--- config.mk ---
export PLATFORM = sky130hd
export DESIGN_NAME = console_column_tracker_flat
export DESIGN_NICKNAME = d
export VERILOG_FILES = /design/src/design/cct_pkg.sv /design/src/design/cct_if.sv /design/src/design/console_column_tracker.sv /design/src/flat_wrapper.sv
export SDC_FILE = /design/constraint.sdc
export NUM_CORES = 1
export LEC_CHECK = 0
export CAP_MARGIN = 10
export CELL_PAD_IN_SITES_DETAIL_PLACEMENT = 1
export CELL_PAD_IN_SITES_GLOBAL_PLACEMENT = 1
export CORE_UTILIZATION = 45
export DETAILED_ROUTE_END_ITERATION = 12
export DONT_BUFFER_PORTS = 1
export PLACE_DENSITY_LB_ADDON = 0.25
export SYNTH_ARGS = -nofsm -noshare
export SYNTH_HDL_FRONTEND = slang
export SYNTH_SLANG_ARGS = --single-unit
export TNS_END_PERCENT = 30
--- constraint.sdc ---
create_clock -name i_clk -period 4.15 [get_ports i_clk]
set_input_delay 0.6225 -clock i_clk [delete_from_list [all_inputs] [get_ports i_clk]]
set_output_delay 0.6225 -clock i_clk [all_outputs]
set_load 0.03 [all_outputs]
--- src/design/cct_pkg.sv ---
// constants and types of the console column tracker
package cct_pkg;

    localparam int CMD_W  = 2;
    localparam int BYTE_W = 8;
    localparam int IDX_W  = 2;
    localparam int TAB_W  = 6;

    localparam logic [BYTE_W-1:0] LINE_WIDTH_RST = 8'd80;
    localparam logic              AUTO_WRAP_RST  = 1'b1;
    localparam logic [TAB_W-1:0]  TAB_WIDTH_RST  = 6'd8;
    localparam logic [TAB_W-1:0]  TAB_MIN        = 6'd8;
    localparam logic [TAB_W-1:0]  TAB_MAX        = 6'd32;
    localparam logic [BYTE_W-1:0] MIN_WRAP_WIDTH = 8'd20;
    localparam logic [BYTE_W-1:0] COL_MAX        = 8'hFF;

    localparam logic [BYTE_W-1:0] CH_BELL  = 8'h07;
    localparam logic [BYTE_W-1:0] CH_TAB   = 8'h09;
    localparam logic [BYTE_W-1:0] CH_NL    = 8'h0A;
    localparam logic [BYTE_W-1:0] CH_SPACE = 8'h20;
    localparam logic [BYTE_W-1:0] CH_TILDE = 8'h7E;

    typedef enum logic [CMD_W-1:0] {
        CMD_PUT      = 2'd0,
        CMD_RESERVE  = 2'd1,
        CMD_ENDLINE  = 2'd2,
        CMD_CLRLINES = 2'd3
    } t_cmd;

    typedef enum logic [IDX_W-1:0] {
        REG_LINE_WIDTH = 2'd0,
        REG_AUTO_WRAP  = 2'd1,
        REG_TAB_WIDTH  = 2'd2
    } t_reg;

    typedef struct packed {
        logic [BYTE_W-1:0] out_byte;
        logic              out_valid;
        logic              wrapped;
        logic [BYTE_W-1:0] column;
        logic [BYTE_W-1:0] line_count;
        logic              last;
    } t_out_item;

endpackage

--- src/design/cct_if.sv ---
// handshake interfaces of the console column tracker

interface cct_in_if import cct_pkg::*; ();
    logic              valid;
    logic              ready;
    logic [CMD_W-1:0]  command;
    logic [BYTE_W-1:0] char_in;
    logic [BYTE_W-1:0] increment;

    modport source (output valid, command, char_in, increment, input ready);
    modport sink   (input valid, command, char_in, increment, output ready);
endinterface

interface cct_out_if import cct_pkg::*; ();
    logic              valid;
    logic              ready;
    logic [BYTE_W-1:0] out_byte;
    logic              out_valid;
    logic              wrapped;
    logic [BYTE_W-1:0] column;
    logic [BYTE_W-1:0] line_count;
    logic              last;

    modport source (output valid, out_byte, out_valid, wrapped, column, line_count, last,
                    input ready);
    modport sink   (input valid, out_byte, out_valid, wrapped, column, line_count, last,
                    output ready);
endinterface

interface cct_cfg_if import cct_pkg::*; ();
    logic              valid;
    logic              ready;
    logic [IDX_W-1:0]  index;
    logic [BYTE_W-1:0] data;

    modport source (output valid, index, data, input ready);
    modport sink   (input valid, index, data, output ready);
endinterface

--- src/design/console_column_tracker.sv ---
// console column tracker: top level with tab-stop sequencer and output register
//
// Shapes a stream of console commands into console bytes and keeps the output
// column and line count. Spaces and tabs only move the column; before the next
// printing character they go out as tabs to the tab stops and then spaces.
// Each input beat produces one or more result beats, the final one flagged by
// last; an input that sends nothing gives one beat with out_valid low. Every
// beat of an item already shows the column and line count after the item.
// Timing: the input is taken in idle, then a tab stop search runs where one is
// needed (a put of a tab, or a printing character with held whitespace). That
// search is one shared 9-bit add and compare stepping by the tab width, one
// stop per cycle. The settle state then sets the new column, wrap and line
// count, and after that one result beat leaves per cycle while the sink takes
// them. Ready comes back in the cycle after the final beat is loaded; a
// printing character after a long run of whitespace gives at most 40 beats.
// The configuration port is always ready and writes are expected only while
// the block is idle; index 3 is ignored.

module console_column_tracker import cct_pkg::*; (
    input  logic        i_clk,
    input  logic        i_rst_n,
    cct_in_if.sink      i_in,
    cct_out_if.source   o_out,
    cct_cfg_if.sink     i_cfg
);

    // sequencer states
    typedef enum logic [6:0] {
        S_IDLE   = 7'b0000001,
        S_STOP   = 7'b0000010,
        S_DECIDE = 7'b0000100,
        S_FLUSH  = 7'b0001000,
        S_MAIN   = 7'b0010000,
        S_TAIL   = 7'b0100000,
        S_EMPTY  = 7'b1000000
    } t_state;

    // outcome of the settle cycle
    typedef struct packed {
        logic [BYTE_W-1:0] col;
        logic [BYTE_W-1:0] pcol;
        logic              wmr;
        logic [BYTE_W-1:0] lines;
        logic              flush;
        logic              main;
        logic [BYTE_W-1:0] main_byte;
        logic              nl_after;
        logic              wr;
    } t_step;

    t_state r_state;

    // configuration registers
    logic [BYTE_W-1:0] r_line_width;
    logic              r_auto_wrap;
    logic [TAB_W-1:0]  r_tab_width;

    // tracked console state
    logic [BYTE_W-1:0] r_col;
    logic [BYTE_W-1:0] r_pcol;
    logic              r_wmr;
    logic [BYTE_W-1:0] r_lines;

    // per-item working registers
    t_cmd              r_cmd;
    logic [BYTE_W-1:0] r_ch;
    logic [BYTE_W-1:0] r_inc;
    logic [BYTE_W-1:0] r_walk;      // column reached by output sent so far
    logic [BYTE_W-1:0] r_end;       // column before the item
    logic [BYTE_W:0]   r_stop;      // next tab stop, may pass 255
    logic [BYTE_W-1:0] r_byte;
    logic              r_nl_after;
    logic              r_wr;

    // output register
    logic              r_ov;
    t_out_item         r_out;

    logic              w_in_acc;
    logic              w_load;
    logic              w_need_stop;
    logic              w_new_print;
    logic [TAB_W-1:0]  w_tab;
    logic [BYTE_W-1:0] w_stop_base;
    logic              w_stop_done;
    logic [BYTE_W:0]   w_stop_sum;
    logic              w_flush_tab;
    logic [BYTE_W-1:0] w_walk_next;
    logic              w_flush_done;
    logic              w_is_print;
    logic              w_wrap_ok;
    logic [BYTE_W-1:0] w_lines_inc;
    logic [BYTE_W:0]   w_col_p1;
    logic [BYTE_W:0]   w_col_inc;
    logic [BYTE_W:0]   w_blank_tgt;
    logic [BYTE_W:0]   w_width9;
    t_step             w_d;
    logic              w_beat_en;
    t_out_item         w_beat;

    // ---------------------------------------------------------------
    // handshakes
    // ---------------------------------------------------------------
    assign i_in.ready  = (r_state == S_IDLE);
    assign w_in_acc    = i_in.valid && i_in.ready;
    assign i_cfg.ready = 1'b1;
    // output register frees up when empty or when its beat is taken
    assign w_load      = !r_ov || o_out.ready;

    // effective tab width, clamped to 8..32
    assign w_tab = (r_tab_width < TAB_MIN) ? TAB_MIN :
                   (r_tab_width > TAB_MAX) ? TAB_MAX : r_tab_width;

    // a tab stop is needed for a tab, or for a printing char with held whitespace
    assign w_new_print = (i_in.char_in > CH_SPACE) && (i_in.char_in <= CH_TILDE);
    assign w_need_stop = (t_cmd'(i_in.command) == CMD_PUT) &&
                         ((i_in.char_in == CH_TAB) || (w_new_print && (r_pcol < r_col)));

    // ---------------------------------------------------------------
    // shared add/compare unit: steps r_stop until it passes the base
    // ---------------------------------------------------------------
    assign w_stop_base = (r_ch == CH_TAB) ? r_end : r_walk;
    assign w_stop_sum  = r_stop + {3'b000, w_tab};
    assign w_stop_done = r_stop > {1'b0, w_stop_base};

    // whitespace flush: a tab when the next stop is still within reach
    assign w_flush_tab  = {1'b0, r_end} >= r_stop;
    assign w_walk_next  = w_flush_tab ? r_stop[BYTE_W-1:0] : r_walk + 8'd1;
    assign w_flush_done = (w_walk_next == r_end);

    // ---------------------------------------------------------------
    // settle cycle: new state and the bytes to send
    // ---------------------------------------------------------------
    assign w_is_print  = (r_ch > CH_SPACE) && (r_ch <= CH_TILDE);
    assign w_wrap_ok   = r_line_width >= MIN_WRAP_WIDTH;
    assign w_lines_inc = (r_lines == COL_MAX) ? r_lines : r_lines + 8'd1;
    assign w_col_p1    = {1'b0, r_col} + 9'd1;
    assign w_col_inc   = {1'b0, r_col} + {1'b0, r_inc};
    assign w_blank_tgt = (r_ch == CH_TAB) ? r_stop : w_col_p1;
    assign w_width9    = {1'b0, r_line_width};

    always_comb begin
        w_d.col       = r_col;
        w_d.pcol      = r_pcol;
        w_d.wmr       = r_wmr;
        w_d.lines     = r_lines;
        w_d.flush     = 1'b0;
        w_d.main      = 1'b0;
        w_d.main_byte = CH_NL;
        w_d.nl_after  = 1'b0;
        w_d.wr        = 1'b0;
        unique case (r_cmd)
            CMD_PUT: begin
                if (w_is_print) begin
                    // held whitespace, the character, then maybe a wrap newline
                    w_d.flush     = r_walk < r_end;
                    w_d.main      = 1'b1;
                    w_d.main_byte = r_ch;
                    w_d.wmr       = 1'b0;
                    if (w_wrap_ok && (w_col_p1 >= w_width9)) begin
                        w_d.nl_after = !r_auto_wrap;
                        w_d.col      = '0;
                        w_d.pcol     = '0;
                        w_d.wmr      = 1'b1;
                        w_d.lines    = w_lines_inc;
                    end else begin
                        w_d.col  = w_col_p1[BYTE_W] ? COL_MAX : w_col_p1[BYTE_W-1:0];
                        w_d.pcol = w_d.col;
                    end
                end else if (r_ch == CH_NL) begin
                    // newline right after a wrap is swallowed
                    if (r_wmr) begin
                        w_d.wmr = 1'b0;
                    end else begin
                        w_d.main  = 1'b1;
                        w_d.col   = '0;
                        w_d.pcol  = '0;
                        w_d.lines = w_lines_inc;
                    end
                end else if ((r_ch == CH_TAB) || (r_ch == CH_SPACE)) begin
                    // whitespace only moves the column; wrapping on it always sends newline
                    if (w_wrap_ok && (w_blank_tgt >= w_width9)) begin
                        w_d.main  = 1'b1;
                        w_d.col   = '0;
                        w_d.pcol  = '0;
                        w_d.wmr   = 1'b1;
                        w_d.lines = w_lines_inc;
                    end else begin
                        w_d.col = w_blank_tgt[BYTE_W] ? COL_MAX : w_blank_tgt[BYTE_W-1:0];
                    end
                end else if (r_ch == CH_BELL) begin
                    w_d.main      = 1'b1;
                    w_d.main_byte = CH_BELL;
                end
            end
            CMD_RESERVE: begin
                if (w_wrap_ok && (w_col_inc >= w_width9)) begin
                    w_d.main  = !r_auto_wrap || (r_pcol != r_col);
                    w_d.col   = '0;
                    w_d.pcol  = '0;
                    w_d.wmr   = 1'b1;
                    w_d.lines = w_lines_inc;
                    w_d.wr    = 1'b1;
                end
            end
            CMD_ENDLINE: begin
                // no minimum width here
                if (w_col_p1 >= w_width9) begin
                    w_d.main  = !r_auto_wrap;
                    w_d.col   = '0;
                    w_d.pcol  = '0;
                    w_d.wmr   = 1'b1;
                    w_d.lines = w_lines_inc;
                end
            end
            CMD_CLRLINES: begin
                w_d.lines = '0;
            end
            default: begin
            end
        endcase
    end

    // ---------------------------------------------------------------
    // result beats
    // ---------------------------------------------------------------
    always_comb begin
        w_beat_en         = 1'b0;
        w_beat.out_byte   = '0;
        w_beat.out_valid  = 1'b0;
        w_beat.wrapped    = r_wr;
        w_beat.column     = r_col;
        w_beat.line_count = r_lines;
        w_beat.last       = 1'b1;
        unique case (r_state)
            S_FLUSH: begin
                w_beat_en        = w_load;
                w_beat.out_byte  = w_flush_tab ? CH_TAB : CH_SPACE;
                w_beat.out_valid = 1'b1;
                w_beat.last      = 1'b0;
            end
            S_MAIN: begin
                w_beat_en        = w_load;
                w_beat.out_byte  = r_byte;
                w_beat.out_valid = 1'b1;
                w_beat.last      = !r_nl_after;
            end
            S_TAIL: begin
                w_beat_en        = w_load;
                w_beat.out_byte  = CH_NL;
                w_beat.out_valid = 1'b1;
            end
            S_EMPTY: begin
                w_beat_en = w_load;
            end
            default: begin
            end
        endcase
    end

    // ---------------------------------------------------------------
    // sequencer and tracked state
    // ---------------------------------------------------------------
    always_ff @(posedge i_clk) begin
        if (!i_rst_n) begin
            r_state <= S_IDLE;
            r_col   <= '0;
            r_pcol  <= '0;
            r_wmr   <= 1'b0;
            r_lines <= '0;
        end else begin
            unique case (r_state)
                S_IDLE: begin
                    if (w_in_acc) begin
                        r_state <= w_need_stop ? S_STOP : S_DECIDE;
                    end
                end
                S_STOP: begin
                    if (w_stop_done) begin
                        r_state <= S_DECIDE;
                    end
                end
                S_DECIDE: begin
                    r_col   <= w_d.col;
                    r_pcol  <= w_d.pcol;
                    r_wmr   <= w_d.wmr;
                    r_lines <= w_d.lines;
                    if (w_d.flush) begin
                        r_state <= S_FLUSH;
                    end else if (w_d.main) begin
                        r_state <= S_MAIN;
                    end else begin
                        r_state <= S_EMPTY;
                    end
                end
                S_FLUSH: begin
                    if (w_load && w_flush_done) begin
                        r_state <= S_MAIN;
                    end
                end
                S_MAIN: begin
                    if (w_load) begin
                        r_state <= r_nl_after ? S_TAIL : S_IDLE;
                    end
                end
                S_TAIL: begin
                    if (w_load) begin
                        r_state <= S_IDLE;
                    end
                end
                S_EMPTY: begin
                    if (w_load) begin
                        r_state <= S_IDLE;
                    end
                end
                default: begin
                    r_state <= S_IDLE;
                end
            endcase
        end
    end

    // working registers
    always_ff @(posedge i_clk) begin
        if ((r_state == S_IDLE) && w_in_acc) begin
            r_cmd  <= t_cmd'(i_in.command);
            r_ch   <= i_in.char_in;
            r_inc  <= i_in.increment;
            r_walk <= r_pcol;
            r_end  <= r_col;
            r_stop <= '0;
        end
        if ((r_state == S_STOP) && !w_stop_done) begin
            r_stop <= w_stop_sum;
        end
        if (r_state == S_DECIDE) begin
            r_byte     <= w_d.main_byte;
            r_nl_after <= w_d.nl_after;
            r_wr       <= w_d.wr;
        end
        if ((r_state == S_FLUSH) && w_load) begin
            r_walk <= w_walk_next;
            if (w_flush_tab) begin
                r_stop <= w_stop_sum;
            end
        end
    end

    // ---------------------------------------------------------------
    // output register
    // ---------------------------------------------------------------
    always_ff @(posedge i_clk) begin
        if (!i_rst_n) begin
            r_ov <= 1'b0;
        end else if (w_beat_en) begin
            r_ov <= 1'b1;
        end else if (o_out.ready) begin
            r_ov <= 1'b0;
        end
    end

    always_ff @(posedge i_clk) begin
        if (w_beat_en) begin
            r_out <= w_beat;
        end
    end

    assign o_out.valid      = r_ov;
    assign o_out.out_byte   = r_out.out_byte;
    assign o_out.out_valid  = r_out.out_valid;
    assign o_out.wrapped    = r_out.wrapped;
    assign o_out.column     = r_out.column;
    assign o_out.line_count = r_out.line_count;
    assign o_out.last       = r_out.last;

    // ---------------------------------------------------------------
    // configuration registers
    // ---------------------------------------------------------------
    always_ff @(posedge i_clk) begin
        if (!i_rst_n) begin
            r_line_width <= LINE_WIDTH_RST;
            r_auto_wrap  <= AUTO_WRAP_RST;
            r_tab_width  <= TAB_WIDTH_RST;
        end else if (i_cfg.valid) begin
            unique case (t_reg'(i_cfg.index))
                REG_LINE_WIDTH: r_line_width <= i_cfg.data;
                REG_AUTO_WRAP:  r_auto_wrap  <= i_cfg.data[0];
                REG_TAB_WIDTH:  r_tab_width  <= i_cfg.data[TAB_W-1:0];
                default: begin
                end
            endcase
        end
    end

endmodule

--- src/flat_wrapper.sv ---
// flat-port wrapper written by rule: the top's interface ports become plain ports
module console_column_tracker_flat import cct_pkg::*;
  (i_clk, i_rst_n, i_in_valid, i_in_command, i_in_char_in, i_in_increment, i_in_ready, o_out_valid, o_out_out_byte, o_out_out_valid, o_out_wrapped, o_out_column, o_out_line_count, o_out_last, o_out_ready, i_cfg_valid, i_cfg_index, i_cfg_data, i_cfg_ready);
  cct_in_if i_in_i ();
  cct_out_if o_out_i ();
  cct_cfg_if i_cfg_i ();
  input  logic i_clk;
  input  logic i_rst_n;
  input wire logic [$bits(i_in_i.valid)-1:0] i_in_valid;
  input wire logic [$bits(i_in_i.command)-1:0] i_in_command;
  input wire logic [$bits(i_in_i.char_in)-1:0] i_in_char_in;
  input wire logic [$bits(i_in_i.increment)-1:0] i_in_increment;
  output wire logic [$bits(i_in_i.ready)-1:0] i_in_ready;
  output wire logic [$bits(o_out_i.valid)-1:0] o_out_valid;
  output wire logic [$bits(o_out_i.out_byte)-1:0] o_out_out_byte;
  output wire logic [$bits(o_out_i.out_valid)-1:0] o_out_out_valid;
  output wire logic [$bits(o_out_i.wrapped)-1:0] o_out_wrapped;
  output wire logic [$bits(o_out_i.column)-1:0] o_out_column;
  output wire logic [$bits(o_out_i.line_count)-1:0] o_out_line_count;
  output wire logic [$bits(o_out_i.last)-1:0] o_out_last;
  input wire logic [$bits(o_out_i.ready)-1:0] o_out_ready;
  input wire logic [$bits(i_cfg_i.valid)-1:0] i_cfg_valid;
  input wire logic [$bits(i_cfg_i.index)-1:0] i_cfg_index;
  input wire logic [$bits(i_cfg_i.data)-1:0] i_cfg_data;
  output wire logic [$bits(i_cfg_i.ready)-1:0] i_cfg_ready;
  assign i_in_i.valid = i_in_valid;
  assign i_in_i.command = i_in_command;
  assign i_in_i.char_in = i_in_char_in;
  assign i_in_i.increment = i_in_increment;
  assign i_in_ready = i_in_i.ready;
  assign o_out_valid = o_out_i.valid;
  assign o_out_out_byte = o_out_i.out_byte;
  assign o_out_out_valid = o_out_i.out_valid;
  assign o_out_wrapped = o_out_i.wrapped;
  assign o_out_column = o_out_i.column;
  assign o_out_line_count = o_out_i.line_count;
  assign o_out_last = o_out_i.last;
  assign o_out_i.ready = o_out_ready;
  assign i_cfg_i.valid = i_cfg_valid;
  assign i_cfg_i.index = i_cfg_index;
  assign i_cfg_i.data = i_cfg_data;
  assign i_cfg_ready = i_cfg_i.ready;
  console_column_tracker u_core (.i_clk(i_clk), .i_rst_n(i_rst_n), .i_in(i_in_i), .o_out(o_out_i), .i_cfg(i_cfg_i));
endmodule
==> flow_metrics.env <==
export IMPL_syn_inst=814
export IMPL_irDropWorstVdd_mv=0.306
export IMPL_synth_adder_area_share_pct=12.9
export IMPL_gp_congestion=0.872
export IMPL_skew_ps=8.25
export IMPL_slowest_delay_ps=580
export IMPL_avgSynthCellArea_sq_um=9.56
export IMPL_layout_commonest_cell="ha_1"
export IMPL_final_cell_mix="ha_1 (77), nand2_1 (71), edfxtp_1 (71), a21oi_1 (63), nor2_1 (60)"
export IMPL_grt_max_degree=32
export IMPL_place_ws_ps=-335
export IMPL_crit_chain="or4_1, or3b_1, buf_6, mux2_2, ha_1, nand3_1, a21boi_0, o311a_1, nor3_2, o31a_4, or4b_4, o21ai_0"
export IMPL_cp_data_arrival_time_ps=4390
export IMPL_route_detailed_drc=0
export IMPL_hold_viol=0
export IMPL_fmax_ghz=0.248
export IMPL_rsz0062_at_grt="no"
export IMPL_syn_cell_area_sq_mm=0.00778
export IMPL_final_setup_tns_ps=0
export IMPL_synth_top_family_by_area="simple AND/OR/NAND/NOR gates"
export IMPL_synth_compound_area_share_pct=16.4
export IMPL_diodes=0
export IMPL_period_minus_slack_ps=4040
export IMPL_placeableCoreArea_sq_mm=0.0168
export IMPL_place_hpwl_um=16900
export IMPL_clk_pin_slew_ps=60
export IMPL_yosysUniqueCellTypes=70
export IMPL_leakage_nw=3.53
export IMPL_cp_required_ps=4500
export IMPL_numCtsBuffers=17
export IMPL_fillers=1916
export IMPL_synth_edf_count=71
export IMPL_num_io_pins=63
export IMPL_num_rows=47
export IMPL_worst_pin_slew_ps=905
export IMPL_end_kind="register"
export IMPL_rrSetupSlack_ps=110
export IMPL_synth_top_area_share_pct=27.4
export IMPL_report_final_setup_viol=0
export IMPL_wl_um=22600
export IMPL_start_util_pct=46.4
export IMPL_die_area_sq_mm=0.0178
export IMPL_grt_pass1_vias=6735
export IMPL_insertion_delay_ps=420
export IMPL_finalNonFillerCells=1073
export IMPL_seq_area_frac_synth_pct=42.1
export IMPL_timing_critical_path_from_type="register"
export IMPL_place_area_sq_mm=0.00815
export IMPL_synth_warnings=0
export IMPL_clock_path_buffers=2
export IMPL_htree_levels=4
export IMPL_hold_ws_ps=286
export IMPL_max_cap_violations=0
export IMPL_power_density_mw_per_mm2=470
export IMPL_cts_tree="yes"
export IMPL_slowest_stage="or4b_4"
export IMPL_synth_largest_area_cell="edfxtp_1"
export IMPL_fin_util_pct=52.4
export IMPL_clock_sinks=128
export IMPL_ant_nets=0
export IMPL_grt_ovfl_total=0
export IMPL_synth_mux_area_fraction_pct=3.73
export IMPL_route_vias_total=6352
export IMPL_grtUsageTotal_pct=26.5
export IMPL_antenna_found_initial=0
export IMPL_syn_nets=926
export IMPL_wl_per_cell_um=21.1
export IMPL_fp_dieW_um=134
export IMPL_nNetsFinal=952
export IMPL_layout_setup_ws_ps=111
export IMPL_synth_xor_area_share_pct=3.04
export IMPL_outcome="finished, final reports clean"
export IMPL_relSlewSlack_pct=39.4
export IMPL_ys_ff_latch=128
export IMPL_period_share_pct=97.3
export IMPL_grt_pass1_wl_um=36200
export IMPL_synth_simple_area_share_pct=18.1
export IMPL_placed_cells=1036
export IMPL_total_power_mw=4.12
export IMPL_port_buffers=0
export IMPL_area_growth_pct=12.7
export IMPL_crit_path_max_fanout=30
export IMPL_ys_top_cells_by_area="edfxtp_1 (27%), dfxtp_1 (15%), ha_1 (12%)"
export IMPL_drt_iter0_drc=284
export IMPL_via_per_inst=5.92
export IMPL_fp_dieH_um=134
export IMPL_design_area_sq_mm=0.00877
export IMPL_ys_flop_type="edfxtp_1"
export IMPL_async_flop_share_pct=0
export IMPL_holdCritPathClass="input pin to register"
export IMPL_drive_above_1_share_pct=10.1
export IMPL_root_buffer="clkbuf_16"
export IMPL_firstDrtPassIters=7
export IMPL_crit_type="register to register"
export IMPL_final_max_slew_viol_count=0
-- cell usage after synthesis (5+ instances only) --
cell type	n
ha_1	77
edfxtp_1	71
nand2_1	71
a21oi_1	64
nor2_1	60
dfxtp_1	57
inv_1	53
o21ai_0	44
xnor2_1	24
mux2i_1	23
and3_1	20
nand3_1	19
clkbuf_1	17
nand2b_1	17
nor2b_1	16
nor3_1	13
and2_1	11
o22ai_1	9
o31ai_1	9
a21o_1	8
o211ai_1	8
nand3b_1	7
nand4_1	7
nor4_1	7
o21a_1	6
a211oi_1	5
a31oi_1	5
nor3b_1	5
o21bai_1	5
o2bb2ai_1	5
or2_2	5
or3_1	5
-- registers in the layout, summed over array words and instances, names as in the netlist, 2 cells and up --
| register | cells |
|---|---|
| u_core.o_out.column | 8 |
| u_core.o_out.line_count | 8 |
| u_core.o_out.out_byte | 8 |
| u_core.r_byte | 8 |
| u_core.r_ch | 8 |
| u_core.r_cmd | 2 |
| u_core.r_col | 8 |
| u_core.r_end | 8 |
| u_core.r_inc | 8 |
| u_core.r_line_width | 8 |
| u_core.r_lines | 8 |
| u_core.r_pcol | 8 |
| u_core.r_state | 7 |
| u_core.r_stop | 9 |
| u_core.r_tab_width | 6 |
| u_core.r_walk | 8 |
-- final timing paths --
check,start,to,depth (start not counted)
worst max register to register,u_core.r_ch[4]$_DFFE_PP_,u_core.r_lines[4]$_SDFFE_PN0P_,12
worst max-delay path,u_core.r_ch[4]$_DFFE_PP_,u_core.r_lines[4]$_SDFFE_PN0P_,12
worst min-delay path,i_rst_n,u_core.r_auto_wrap$_SDFFE_PN1P_,1
worst min register to register,u_core.r_wr$_SDFFCE_PN0N_,u_core.o_out.wrapped$_DFFE_PP_,0
-- worst max-delay path: cells and delay by family, from the launching register on --
family / cells / cell delay (ps)
AND/OR/NAND/NOR: 5 / 1680
AO/OA/AOI/OAI: 4 / 1000
flip-flops: 1 / 450
multiplexers: 1 / 330
adder cells (fa/ha/maj): 1 / 330
buffers and inverters: 1 / 190
-- power breakdown --
part	switching [mW]	internal, mW
logic	0.669	0.398
registers	0.171	1.52
clock network	0.600	0.766
total	1.44	2.68
-- layer usage --
layer | routed length [um] | GRT usage [%] | part of all wire [%] | vias to the layer above
met2 | 10700 | 43.7 | 47 | 116
met4 | 574 | 9.91 | 2.5 | 0
met5 | 0 | 0 | 0 | -
met3 | 719 | 4.41 | 3.2 | 38
li1 | - | - | - | 3028
met1 | 10600 | 34.8 | 47 | 3170
-- timing repair --
item / CTS / global route
hold buffers: 0 / 0
endpoints found under the setup margin: 27 / 40
setup buffers: 2 / 3
pin swaps: 2 / 3
resized for setup: 5 / 11
-- cell type report --
type / instances / area [sq um] / area share, %
clock buffers: 17 / 425 / 4.85
repair buffers: 27 / 206 / 2.35
flip-flops and latches: 128 / 3280 / 37.4
multi-input cells: 612 / 4280 / 48.7
well taps: 220 / 275 / 3.14
clock inverters: 15 / 110 / 1.25
inverters: 54 / 203 / 2.31
-- logic make-up after synthesis --
| kind of cell | count (synthesis) |
|---|---|
| DFF | 128 |
| AOI/OAI and AO/OA | 200 |
| xor gates and xnor gates | 27 |
| buffers and inverters | 74 |
| and+or+nand+nor | 276 |
| muxes | 28 |
| adders and majority gates | 79 |
| other | 2 |
(Power assumes the default switching activity.)
